### src/hdl/binary_min_heap_queue_top_defines.svh
// ----------------------------------------------------------------------------
// binary_min_heap_queue_top_defines
// Assertion macros used by the heap queue top level.
// ----------------------------------------------------------------------------
`ifndef BINARY_MIN_HEAP_QUEUE_TOP_DEFINES_SVH
`define BINARY_MIN_HEAP_QUEUE_TOP_DEFINES_SVH

// Implication checked at every rising clock edge outside reset
`define BMHQ_ASSERT_IMP(label, clk, rst, ante, cons, msg) \
  label: assert property (@(posedge clk) disable iff (rst) (ante) |-> (cons)) \
    else $error(msg);

// Next-cycle implication checked outside reset
`define BMHQ_ASSERT_NXT(label, clk, rst, ante, cons, msg) \
  label: assert property (@(posedge clk) disable iff (rst) (ante) |=> (cons)) \
    else $error(msg);

`endif

### src/hdl/bmhq_pkg.sv
// ----------------------------------------------------------------------------
// bmhq_pkg
// Types, constants and codes shared by the heap queue modules.
// ----------------------------------------------------------------------------
package bmhq_pkg;

  localparam int CAPACITY_DEF = 1024;
  localparam int KEY_W   = 31;
  localparam int ID_W    = 16;
  localparam int POS_W   = 10;
  localparam int COUNT_W = 11;

  localparam logic [1:0] KIND_ENQ  = 2'd0;
  localparam logic [1:0] KIND_DEQ  = 2'd1;
  localparam logic [1:0] KIND_DEC  = 2'd2;
  localparam logic [1:0] KIND_NONE = 2'd3;  // unused code, reports state only

  localparam logic [2:0] ST_OK      = 3'd0;
  localparam logic [2:0] ST_EMPTY   = 3'd1;
  localparam logic [2:0] ST_FULL    = 3'd2;
  localparam logic [2:0] ST_NOT_LT  = 3'd3;
  localparam logic [2:0] ST_BAD_POS = 3'd4;

  typedef struct packed {
    logic [1:0]       kind;
    logic [KEY_W-1:0] item_key;
    logic [ID_W-1:0]  item_id;
    logic [POS_W-1:0] heap_position;
  } in_item_t;

  typedef struct packed {
    logic [2:0]         status;
    logic [ID_W-1:0]    removed_id;
    logic [KEY_W-1:0]   removed_key;
    logic [ID_W-1:0]    min_id;
    logic [KEY_W-1:0]   min_key;
    logic [COUNT_W-1:0] entry_count;
    logic               is_empty;
  } out_item_t;

  typedef enum logic [3:0] {
    S_IDLE, S_START, S_FETCH, S_UP_RD, S_UP_CMP, S_DN_RD, S_DN_CMP,
    S_ROOT_RD, S_RESULT
  } state_t;

  // commands from controller to datapath
  typedef struct packed {
    logic load;       // latch input item
    logic start;      // classify, update count, read root and target slot
    logic fetch;      // take target slot data
    logic up_rd;      // read parent, or park entry at the root
    logic up_cmp;     // compare with parent, move one of the two
    logic dn_rd;      // read children, or park entry at a leaf
    logic dn_cmp;     // compare with children, move one of the two
    logic root_rd;    // read root for result
    logic finish;     // register result
  } cmd_t;

  typedef struct packed {
    logic up_go;
    logic dn_go;
    logic at_root;
    logic up_swap;
    logic has_child;
    logic dn_swap;
  } sts_t;

endpackage

### src/hdl/bmhq_ctrl.sv
// ----------------------------------------------------------------------------
// bmhq_ctrl
// Operation sequencer: walks sift-up or sift-down one level at a time, a read state then a compare state per level.
// ----------------------------------------------------------------------------
module bmhq_ctrl (
  input  logic            clk,
  input  logic            rst,
  input  logic            in_fire,
  input  logic            out_busy,
  input  bmhq_pkg::sts_t  sts,
  output bmhq_pkg::cmd_t  cmd,
  output logic            idle
);

  bmhq_pkg::state_t state, state_next;

  always_ff @(posedge clk) begin
    if (rst) state <= bmhq_pkg::S_IDLE;
    else     state <= state_next;
  end

  always_comb begin
    state_next = state;
    unique case (state)
      bmhq_pkg::S_IDLE:    if (in_fire) state_next = bmhq_pkg::S_START;
      bmhq_pkg::S_START:   state_next = bmhq_pkg::S_FETCH;
      bmhq_pkg::S_FETCH: begin
        if (sts.up_go)      state_next = bmhq_pkg::S_UP_RD;
        else if (sts.dn_go) state_next = bmhq_pkg::S_DN_RD;
        else                state_next = bmhq_pkg::S_ROOT_RD;
      end
      bmhq_pkg::S_UP_RD:
        state_next = sts.at_root ? bmhq_pkg::S_ROOT_RD : bmhq_pkg::S_UP_CMP;
      bmhq_pkg::S_UP_CMP:
        state_next = sts.up_swap ? bmhq_pkg::S_UP_RD : bmhq_pkg::S_ROOT_RD;
      bmhq_pkg::S_DN_RD:
        state_next = sts.has_child ? bmhq_pkg::S_DN_CMP : bmhq_pkg::S_ROOT_RD;
      bmhq_pkg::S_DN_CMP:
        state_next = sts.dn_swap ? bmhq_pkg::S_DN_RD : bmhq_pkg::S_ROOT_RD;
      bmhq_pkg::S_ROOT_RD: state_next = bmhq_pkg::S_RESULT;
      bmhq_pkg::S_RESULT:  if (!out_busy) state_next = bmhq_pkg::S_IDLE;
      default:             state_next = bmhq_pkg::S_IDLE;
    endcase
  end

  always_comb begin
    cmd  = '0;
    idle = 1'b0;
    unique case (state)
      bmhq_pkg::S_IDLE:    begin idle = 1'b1; cmd.load = in_fire; end
      bmhq_pkg::S_START:   cmd.start = 1'b1;
      bmhq_pkg::S_FETCH:   cmd.fetch = 1'b1;
      bmhq_pkg::S_UP_RD:   cmd.up_rd = 1'b1;
      bmhq_pkg::S_UP_CMP:  cmd.up_cmp = 1'b1;
      bmhq_pkg::S_DN_RD:   cmd.dn_rd = 1'b1;
      bmhq_pkg::S_DN_CMP:  cmd.dn_cmp = 1'b1;
      bmhq_pkg::S_ROOT_RD: cmd.root_rd = 1'b1;
      bmhq_pkg::S_RESULT:  cmd.finish = !out_busy;
      default:             ;
    endcase
  end

endmodule

### config.mk
export PLATFORM = sky130hd
export DESIGN_NAME = bmhq_ctrl
export DESIGN_NICKNAME = d
export VERILOG_FILES = /design/src/hdl/binary_min_heap_queue_top_defines.svh /design/src/hdl/bmhq_pkg.sv /design/src/hdl/bmhq_ctrl.sv
export SDC_FILE = /design/constraint.sdc
export NUM_CORES = 1
export LEC_CHECK = 0
export ABC_AREA = 1
export BUFFER_PORTS_ARGS = -buffer_cell sky130_fd_sc_hd__buf_4
export CELL_PAD_IN_SITES_DETAIL_PLACEMENT = 1
export CELL_PAD_IN_SITES_GLOBAL_PLACEMENT = 1
export CORE_AREA = 2 2 41 43
export DETAILED_ROUTE_END_ITERATION = 10
export DIE_AREA = 0 0 43 45
export HOLD_SLACK_MARGIN = 0.03
export PLACE_DENSITY_LB_ADDON = 0.1
export SLEW_MARGIN = 40
export SYNTH_ARGS = -nofsm -noshare
export SYNTH_HDL_FRONTEND = slang
export SYNTH_SLANG_ARGS = --single-unit
### constraint.sdc
create_clock -name clk -period 1.22 [get_ports clk]
set_clock_uncertainty 0.2 [all_clocks]
set_input_delay 0.061 -clock clk [delete_from_list [all_inputs] [get_ports clk]]
set_output_delay 0.061 -clock clk [all_outputs]
set_load 0.01 [all_outputs]
=== After elaboration in Yosys (flattened, before gate mapping) ===
Cells that the tools add are included.

* Output and inout port bits: 10
* Bits of input ports: 10
* Register bits after elaboration: 4

* Multiplexer cells: 19
* Equal/unequal tests: 10
* Reduce and logical (&&, ||, !) cells: 3

{| class="wikitable"
|+ Operators with widths
! operator !! number
|-
| 4-bit case mux with 9 select lines || 1
|-
| 4-bit by 3-bit == test with 1-bit output (second input constant) || 4
|-
| 1-bit 2-to-1 mux || 11
|-
| 4-bit by 2-bit == test with 1-bit output (second input constant) || 2
|-
| 4-bit 2-to-1 mux || 2
|-
| 2-bit 2-to-1 mux || 3
|-
| 3-bit 2-to-1 mux || 2
|-
| 4-bit by 1-bit == test with 1-bit output (second input constant) || 1
|-
| 4-bit == test (second input constant) || 1
|-
| 4-bit zero test || 1
|-
| 2-bit != test (second input constant) || 2
|-
| 2-bit AND reduction || 1
|-
| 1-bit zero test || 1
|}

=== Logic depth before layout (Yosys ltp) ===
Gate-level depths: netlist (run 1).

* Depth after elaboration: 3
* Mapped depth: 6
* Mapped depth without buffers: 6

=== Worst setup path after synthesis (run 1) ===
OpenSTA, ideal clock, no wires.

* Path type: register to output
* Start: register state[0]
* End: output port cmd[0] (netlist bit)
* Data required time: 0.959 ns
* Arrival time: 0.945 ns
* Buffers on the path: 0
* Stages on the path, launching flop included: 4
* Slack: 0.014 ns
* Cell sequence: dfxtp_1 > nor2_1 > inv_2 > nor4_1

{| class="wikitable"
|+ RTL lines
! element !! RTL line !! source
|-
| start, declared || bmhq_ctrl.sv:15 || <nowiki>bmhq_pkg::state_t state, state_next;</nowiki>
|-
| start signal, assigned || bmhq_ctrl.sv:18 || <nowiki>if (rst) state <= bmhq_pkg::S_IDLE;</nowiki>
|-
| start signal, assigned || bmhq_ctrl.sv:19 || <nowiki>else state <= state_next;</nowiki>
|-
| end, declared || bmhq_ctrl.sv:11 || <nowiki>output bmhq_pkg::cmd_t cmd,</nowiki>
|}

==> impl_results.md, run 1 <==
- Setup_tns: -1.36 ns
- First-pass GRT wire length: 2220 um
- Post-synth top cells: inv_1 (13), nand2_1 (11), nor2_1 (11)
- WL final: 1510 um
- Die area: between 1500 and 2000 sq um
- Area fraction of the dominant cell type after synthesis: around a quarter
- RSZ-0062 raised after global routing: true
- # IOs: 20
- Synth area leader: dfxtp_1
- Critical path's top delay family: flip-flops
- Tmin final: 1.35 ns
- Total Power: 0.00118 W
- Post-synth ARST share: 0%
- #FFs+latches synth: 4
- DR DRC count: 0
- Top-count cell post-synth: inv_1
- RR Endpoint: state[0]
- Min-Delay Path Class: in2reg
- P&R area growth vs syn: 137%
- Placed Cells: 100
- Layout cells sized above 1: 68.7%
- Total track usage: 15.5%
- Worst reg2reg path startpoint: state[1]
- Drt first-iter violations: 2
- Final Max Slew Viols: 0
- Avg Inst Size Synth: approximately 5.5 sq um
- Worst setup SP type: register
- Synth unique cells: 14
- Slew @ Worst Pin: 0.185 ns
- Detailed-route via count: 523
- CTS Sinks: 4
- Largest net degree at the start of global routing: 6
- CTS tree: built
- Crit Path Category: reg2out
- Die width: 43 um
- Placed Instance Area: between 500 and 600 sq um
- Final setup vio count: 14
- Max-cap violations: 0
- Core footprint: 1470 sq um
- Reg2reg path depth: 7
- Total gr overflow: 0
- Launch point of the worst path: state[1]
- P per Cell Area: 1480 nW/um^2
- Antenna Cells: 0
- CP arrival: 1.09 ns
- Lkg Pwr: roughly 0.42 nW
- Most used cell, CP: nand2_1
- CP Buf/Inv Count: 3
- Vias per cell: 4.55
- Biggest regs: state (4)
- Wire per inst: 13.1 um
- CP max stage cell: dfxtp_4
- Hold Startpoint: sts[0]
- Design Area, Final: 798 sq um
- Die Y: 45 um
- Final Hold Vio Count: 0
- CP required: 0.96 ns
- H-tree Lvls: 1
- Biggest register: state
- Worst skew pair latency: 0.23 ns
- # fillers: about 190
- Peak supply drop: 0.545 mV
- ANT nets after route: 0
- Initial Util: 22.9%
- Initial antenna violation count: 0
- Status: finished with violations
- Max-Slew Margin vs Limit: 87.5%
- CP peak stage delay: just under 0.4 ns
- Setup ws final: -0.130 ns
- Clock slew at reported path FFs: 0.04 ns
- Yosys warning count: 0
- Post-synth EDFFs: 0
- Crit path cell chain: nand2_1, inv_2, nand2_1, inv_1, buf_4
- Row Count: 14
- Num CTS Buffers: 3
- HPWL after DPL: 874 um
- Non-filler cells, final: 115
- Failing checks: negative setup slack
- Crit end category: output pin
- Max reg flops: 4
- Number of global-route vias before repair: 517
- First-pass iteration count of the detailed router: 4
- Reg2reg setup slack: -0.11 ns
- Leading post-synthesis cells by cell area: dfxtp_1 (24%), inv_1 (14%), nand2_1 (12%), nor2_1 (12%), nand3_1 (10%)
- Max clock buf depth: 2
- Cells on Worst Hold Path: 6
- Hold worst-path end: state[1]
- Cells after Synth: 61
- CTS Root Buffer Type: clkbuf_4
- Fmax: 741 MHz
- Syn Nets: 71
- Nets: around 110
- PortBufs: 19
- Crit-path max FO: 5
- Period utilisation layout: 111%
- Netlist Area Pre-Place: around 340 sq um
- GPL Wtd Cong: ~0.76
- Top_reg_cell synth: dfxtp_1
- Sequential-to-total area share from yosys stat: 23.8%
-- per-stage QoR --
step	hold slack [ns]	worst slack, ns	utilization (%)
after floorplan	-0.0699	0.0144	-
after global placement	0.0558	-0.0295	36.0
after detailed placement	0.0598	-0.00152	36.0
after CTS	0.0315	-0.127	48.2
after global routing	0.0422	-0.201	54.3
final	0.0238	-0.130	54.3
-- worst min-delay path: stages --
cell	delay (ns)
buf_4	0.07
inv_1	0.03
nand3_1	0.06
nand2_1	0.05
nor2_1	0.09
nor2_1	0.05
-- repair_timing --
| action | CTS | global route |
|---|---|---|
| resized for setup | 32 | 13 |
| hold endpoints to repair | 4 | 0 |
| setup buffers | 4 | 5 |
| hold buffers | 4 | 0 |
| pin swaps | 9 | 14 |
| setup endpoints to repair | 13 | 14 |
-- cells by family (layout without fill, tap and decap cells) --
kind of cell | Yosys count | in the layout | share of synthesized area, %
flops | 4 | 4 | 23.8
simple gates | 40 | 40 | 56.9
buf+inv | 16 | 54 | 17.8
compound gates | 1 | 1 | 1.49
-- power by group --
group          internal (W)  leakage [nW]  switching [W]
registers          0.000170        0.0356      0.0000574
logic              0.000409         0.368       0.000386
clock network      0.000110        0.0138      0.0000517
total              0.000689         0.417       0.000495
-- routing by layer --
layer / vias to the layer above / routed length (um) / part of all wire, % / global-route usage (%)
met5: - / 0 / 0 / 0
met4: 0 / 25 / 1.7 / 7.88
met3: 2 / 45 / 3.0 / 1.20
met2: 15 / 840 / 56 / 29.4
met1: 246 / 599 / 40 / 17.5
li1: 260 / - / - / -
-- layout by cell type (no fill, tap or decap), drive strengths merged --
cell and n:
nor2 15, dfxtp 4, clkbuf 3, a21oi 1, nor4 1, dlygate4sd3 4, nand2 12, buf 31
inv 16, nand3 8, nor3 3, nand4 1
-- final cells by class --
cell class	instances	area, sq um	share of cell area (%)
well taps	16	20.0	2.51
inverters	16	60.1	7.52
flip-flops and latches	4	95.1	11.9
clock buffers	3	22.5	2.82
multi-input cells	41	294	36.8
repair buffers	35	307	38.4
-- worst max-delay path by stage --
stage / end / slack, ns / cells after the start
after floorplan: cmd[0] / 0.01 / 3
after global placement: state[2] / -0.03 / 6
after detailed placement: state[2] / -0.002 / 6
after CTS: cmd[3] / -0.13 / 5
after global routing: cmd[0] / -0.20 / 4
final: cmd[1] / -0.13 / 5
No activity file was read; power rests on OpenSTA's default activity.
==> inputs of run 2 (changes only) <==
PLACE_DENSITY = 0.73   (was default)
PLACE_DENSITY_LB_ADDON = default   (was 0.1)
==> run 2 against run 1 <==
- the run still ends with negative setup slack left
- clock-buffer cell count is the same
- via count shrank 2.9%
- largest power group unchanged
- register-to-register slack gained 0.04 ns
==> impl_results.md, run 2 (same netlist as run 1, synthesis figures left out) <==
- DP Worst Slack: -0.0394 ns
- CP required: 0.96 ns
- Biggest register: state
- First-pass GRT wire length: 2160 um
- Period utilisation layout: 112%
- RSZ-0062 raised after global routing: true
- Hold slack: between 0.02 and 0.025 ns
- Tmin final: 1.37 ns
- Most used cell, CP: inv_2
- Final setup vio count: 13
- Hold worst-path end: state[2]
- Met3 Use GR: about 2.8%
- Reg2reg setup slack: -0.07 ns
- Final Hold Vio Count: 0
- Worst skew pair latency: 0.24 ns
- CTS tree: built
- Max clock buf depth: 2
- WL final: 1300 um
- Biggest regs: state (4)
- DR DRC count: 0
- GR Util met1: 16.7%
- Row Count: 14
- CTS Root Buffer Type: clkbuf_4
- Most common cell after layout, fill and taps aside: buf_4
- Non-filler cells, final: 113
- Failing checks: negative setup slack
- Slew @ Worst Pin: 0.196 ns
- Max-Slew Margin vs Limit: 86.8%
- Layout cells sized above 1: 53.6%
- Number of global-route vias before repair: a little over 500
- Die Y: ~45 um
- Final Max Slew Viols: 0
- Initial antenna violation count: 0
- GR peak layer: met2
- Register Area: ~95 sq um
- GPL Wtd Cong: 0.722
- Vias per cell: 4.50
- Reg2reg path depth: 8
- Largest net degree at the start of global routing: 7
- CP arrival: 1.10 ns
- CP peak stage delay: about 0.37 ns
- Drt first-iter violations: 3
- Initial Util: 22.9%
- Die width: 43 um
- Total track usage: between 10% and 20%
- Met2 Resource Use GR: approximately 28%
- Worst setup SP type: register
- Clock slew at reported path FFs: 0.03 ns
- Setup ws final: -0.145 ns
- H-tree Lvls: 1
- Nets: 109
- Crit Path Category: reg2out
- Total gr overflow: 0
- RR Endpoint: state[2]
- Max reg flops: 4
- Detailed-route via count: 508
- Num CTS Buffers: 3
- Cells on Worst Hold Path: 6
- # IOs: 20
- CP max stage cell: dfxtp_4
- Fmax: around 730 MHz
- Hold Startpoint: sts[5]
- Crit end category: output pin
- CTS Sinks: 4
- Crit path cell chain: inv_2, nor2_4, inv_2, nor3_2, buf_4
- Footprint of the multi-input gates: between 200 and 250 sq um
- Antenna Cells: 0
- HPWL after DPL: 972 um
- P&R area growth vs syn: 113%
- Crit-path max FO: 5
- Placed Cells: 100
- Die area: between 1500 and 2000 sq um
- # fillers: 195
- ANT nets after route: 0
- Worst reg2reg path startpoint: state[2]
- Core footprint: 1470 sq um
- Max-cap violations: 0
- Peak supply drop: 0.656 mV
- Wire per inst: about 11 um
- First-pass iteration count of the detailed router: 2
- Most frequent cells in the layout: buf_4 (26), nand2_1 (11), inv_1 (10)
- P per Cell Area: 1400 nW/um^2
- PortBufs: 19
- Lkg Pwr: approximately 0.40 nW
- Min-Delay Path Class: in2reg
- Status: finished with violations
==> run 2: cell types whose count changed in the layout (fill, tap and decap cells not counted), sizes merged <==
cell         before  now
dlygate4sd3       4    6
buf              31   27
==> run 2: area by class of cell <==
cell class / instances / share of cell area [%]
timing repair buffer: 33 / 37.2
multi-input combinational: 41 / 34.4
sequential: 4 / 13.3
tap: 16 / 2.80
inverter: 16 / 9.09
clock buffer: 3 / 3.15
==> run 2: what timing repair did <==
item,in CTS,in global routing
buffers inserted,1,3
hold buffers,6,0
endpoints found under the setup margin,13,13
hold endpoints to repair,4,0
gates resized for setup,10,14
pin swaps,3,5
==> run 2: how the worst max path moves through the flow <==
stage	from	to	slack [ns]	cells after the start
finish	state[2]	cmd[3]	-0.15	5
CTS	state[3]	cmd[5]	-0.17	5
global placement	state[3]	state[1]	-0.04	6
detailed placement	state[3]	state[1]	-0.04	6
floorplan	state[0]	cmd[0]	0.01	3
global route	state[2]	cmd[3]	-0.22	5
==> run 2: metal layers <==
layer  vias to the layer above  share of wire (%)
li1                        257                  -
met1                       231                 42
met2                        18                 51
met3                         2                5.8
met4                         0                1.5
met5                         -                  0
==> run 2: metrics by stage <==
stage                     TNS [ns]  total power [W]  instance area, sq um  utilization [%]
after CTS                    -1.46         0.000901                   646             43.9
after detailed placement   -0.0480         0.000669                   529             36.0
after floorplan                  0         0.000442                   337                -
final                        -1.34          0.00100                   716             48.6
after global routing         -2.40          0.00110                   716             48.6
after global placement     -0.0373         0.000660                   529             36.0
==> run 2: critical path: cells and delay by family (launching register included) <==
family | cells | cell delay, ns
buf+inv | 3 | 0.26
flops | 1 | 0.37
simple gates | 2 | 0.24
==> run 2: report_power, final <==
group          switching (W)  internal, W
registers          0.0000624     0.000170
logic               0.000312     0.000293
clock network      0.0000547     0.000110
==> inputs of run 3 (changes only) <==
clock period = 1.4 ns   (was 1.22 ns; I/O delays follow)
==> run 3 against run 2 <==
- sequential power down 15%
- global-route usage down 0.48 points
- final cell count down 5.3%
- combinational power down 24%
- via count down 5.1%
- worst setup slack better by 0.19 ns
- the flow now finishes without violations
- register-to-register slack better by 0.15 ns
- wire length down 2.5%
- core utilization down 5.3 points
- critical path depth down 1
==> impl_results.md, run 3 (same netlist as run 1, synthesis figures left out) <==
- Status: completed
- Top routing layer used: met3
- Peak supply drop: 0.376 mV
- CP peak stage delay: 0.36 ns
- Crit path cell chain: nor2_4, inv_2, nor4_2, buf_4
- Biggest register: state
- H-tree Lvls: 1
- DR DRC count: 0
- CP max stage cell: dfxtp_4
- Crit Path Category: reg2out
- Drt first-iter violations: 6
- Initial antenna violation count: 0
- Most frequent cells in the layout: buf_4 (24), inv_1 (12), nand2_1 (11)
- Row Count: 14
- Die area: 1940 sq um
- PortBufs: 19
- Non-filler cells, final: 107
- Tmin final: 1.36 ns
- P per Cell Area: roughly 1200 nW/um^2
- First-pass GRT wire length: 2080 um
- Core footprint: 1470 sq um
- Fmax: 736 MHz
- ANT nets after route: 0
- Crit end category: output pin
- CTS Sinks: 4
- Max reg flops: 4
- CTS Root Buffer Type: clkbuf_4
- # IOs: 20
- Setup_tns: 0 ns
- Biggest regs: state (4)
- Num CTS Buffers: 3
- Layout cells sized above 1: 50.5%
- Clock slew at reported path FFs: roughly 0.04 ns
- Met1 Wirelength: 502 um
- Detailed-route via count: approximately 480
- GPL Wtd Cong: 0.748
- Antenna Cells: 0
- DR WL met2: 697 um
- Vias per cell: 4.50
- Max-cap violations: 0
- Slew @ Worst Pin: 0.199 ns
- Die width: 43 um
- Nets: between 100 and 150
- CP arrival: 1.09 ns
- Most common cell after layout, fill and taps aside: buf_4
- Lkg Pwr: 0.367 nW
- # fillers: 194
- Final Hold Vio Count: 0
- Routed length on met3: 66 um
- Die Y: between 40 and 50 um
- First-pass iteration count of the detailed router: 4
- Placed Cells: 97
- CP required: 1.13 ns
- CTS tree: built
- Period utilisation layout: between 90% and 100%
- Worst skew pair latency: 0.23 ns
- HPWL after DPL: 880 um
- Min-Delay Path Class: in2reg
- Initial Util: ~23%
- Largest net degree at the start of global routing: 6
- Wire per inst: 11.8 um
- RSZ-0062 raised after global routing: true
- WL final: 1270 um
- Max clock buf depth: 2
- Final setup vio count: 0
- Number of global-route vias before repair: approximately 500
- P&R area growth vs syn: 89.6%
- Max-Slew Margin vs Limit: between 80 and 90%
- Final Max Slew Viols: 0
- Total track usage: 14.5%
- Worst setup SP type: register
- Crit-path max FO: 5
- Total gr overflow: 0
==> run 3: final timing paths <==
| kind | from | to | slack (ns) | cells past startpoint |
|---|---|---|---|---|
| max | state[1] | cmd[0] | 0.04 | 4 |
| min | sts[5] | state[2] | 0.03 | 6 |
| max reg2reg | state[3] | state[1] | 0.08 | 7 |
| min reg2reg | state[3] | state[3] | 0.42 | 3 |
==> run 3: layout make-up <==
type	count	area [sq um]	area share, %
Inverter	16	60.1	9.41
Timing Repair Buffer	27	210	32.9
Clock buffer	3	22.5	3.53
Tap cell	16	20.0	3.14
Multi-Input combinational cell	41	235	36.9
Sequential cell	4	90.1	14.1
==> run 3: report_power, final <==
group	switching, W	leakage [nW]	internal (W)	total, W
Combinational	0.000248	0.319	0.000211	0.000459
Sequential	0.0000485	0.0350	0.000148	0.000197
Clock	0.0000441	0.0138	0.0000957	0.000140
==> run 3: routing by layer <==
metal / up-vias / global-route usage, %
li1: 244 / -
met1: 222 / 16.1
met2: 16 / 27.6
met3: 0 / 1.60
met4: 0 / 7.27
met5: - / 0
==> run 3: critical path: cells and delay by family (launching register included) <==
kind	cells	cell delay (ns)
flops	1	0.36
buf+inv	2	0.23
simple gates	2	0.27
==> run 3: metrics by stage <==
step	setup WS [ns]	utilization [%]	cell area [sq um]	total power (W)	hold WS, ns
CTS	0.00133	41.8	614	0.000769	0.0308
global route	-0.0404	43.4	638	0.000865	0.103
floorplan	0.185	-	337	0.000385	-0.0609
detailed placement	0.0522	34.4	507	0.000546	0.0685
global placement	0.0493	34.4	507	0.000541	0.0643
finish	0.0404	43.4	638	0.000795	0.0269
==> run 3: repair_timing <==
item / in CTS / in global routing
pin swaps: 4 / 1
buffers inserted: 4 / 0
gates resized for setup: 9 / 6
hold buffers: 3 / 0
endpoints found under the setup margin: 10 / 11
endpoints found under the hold margin: 4 / 0
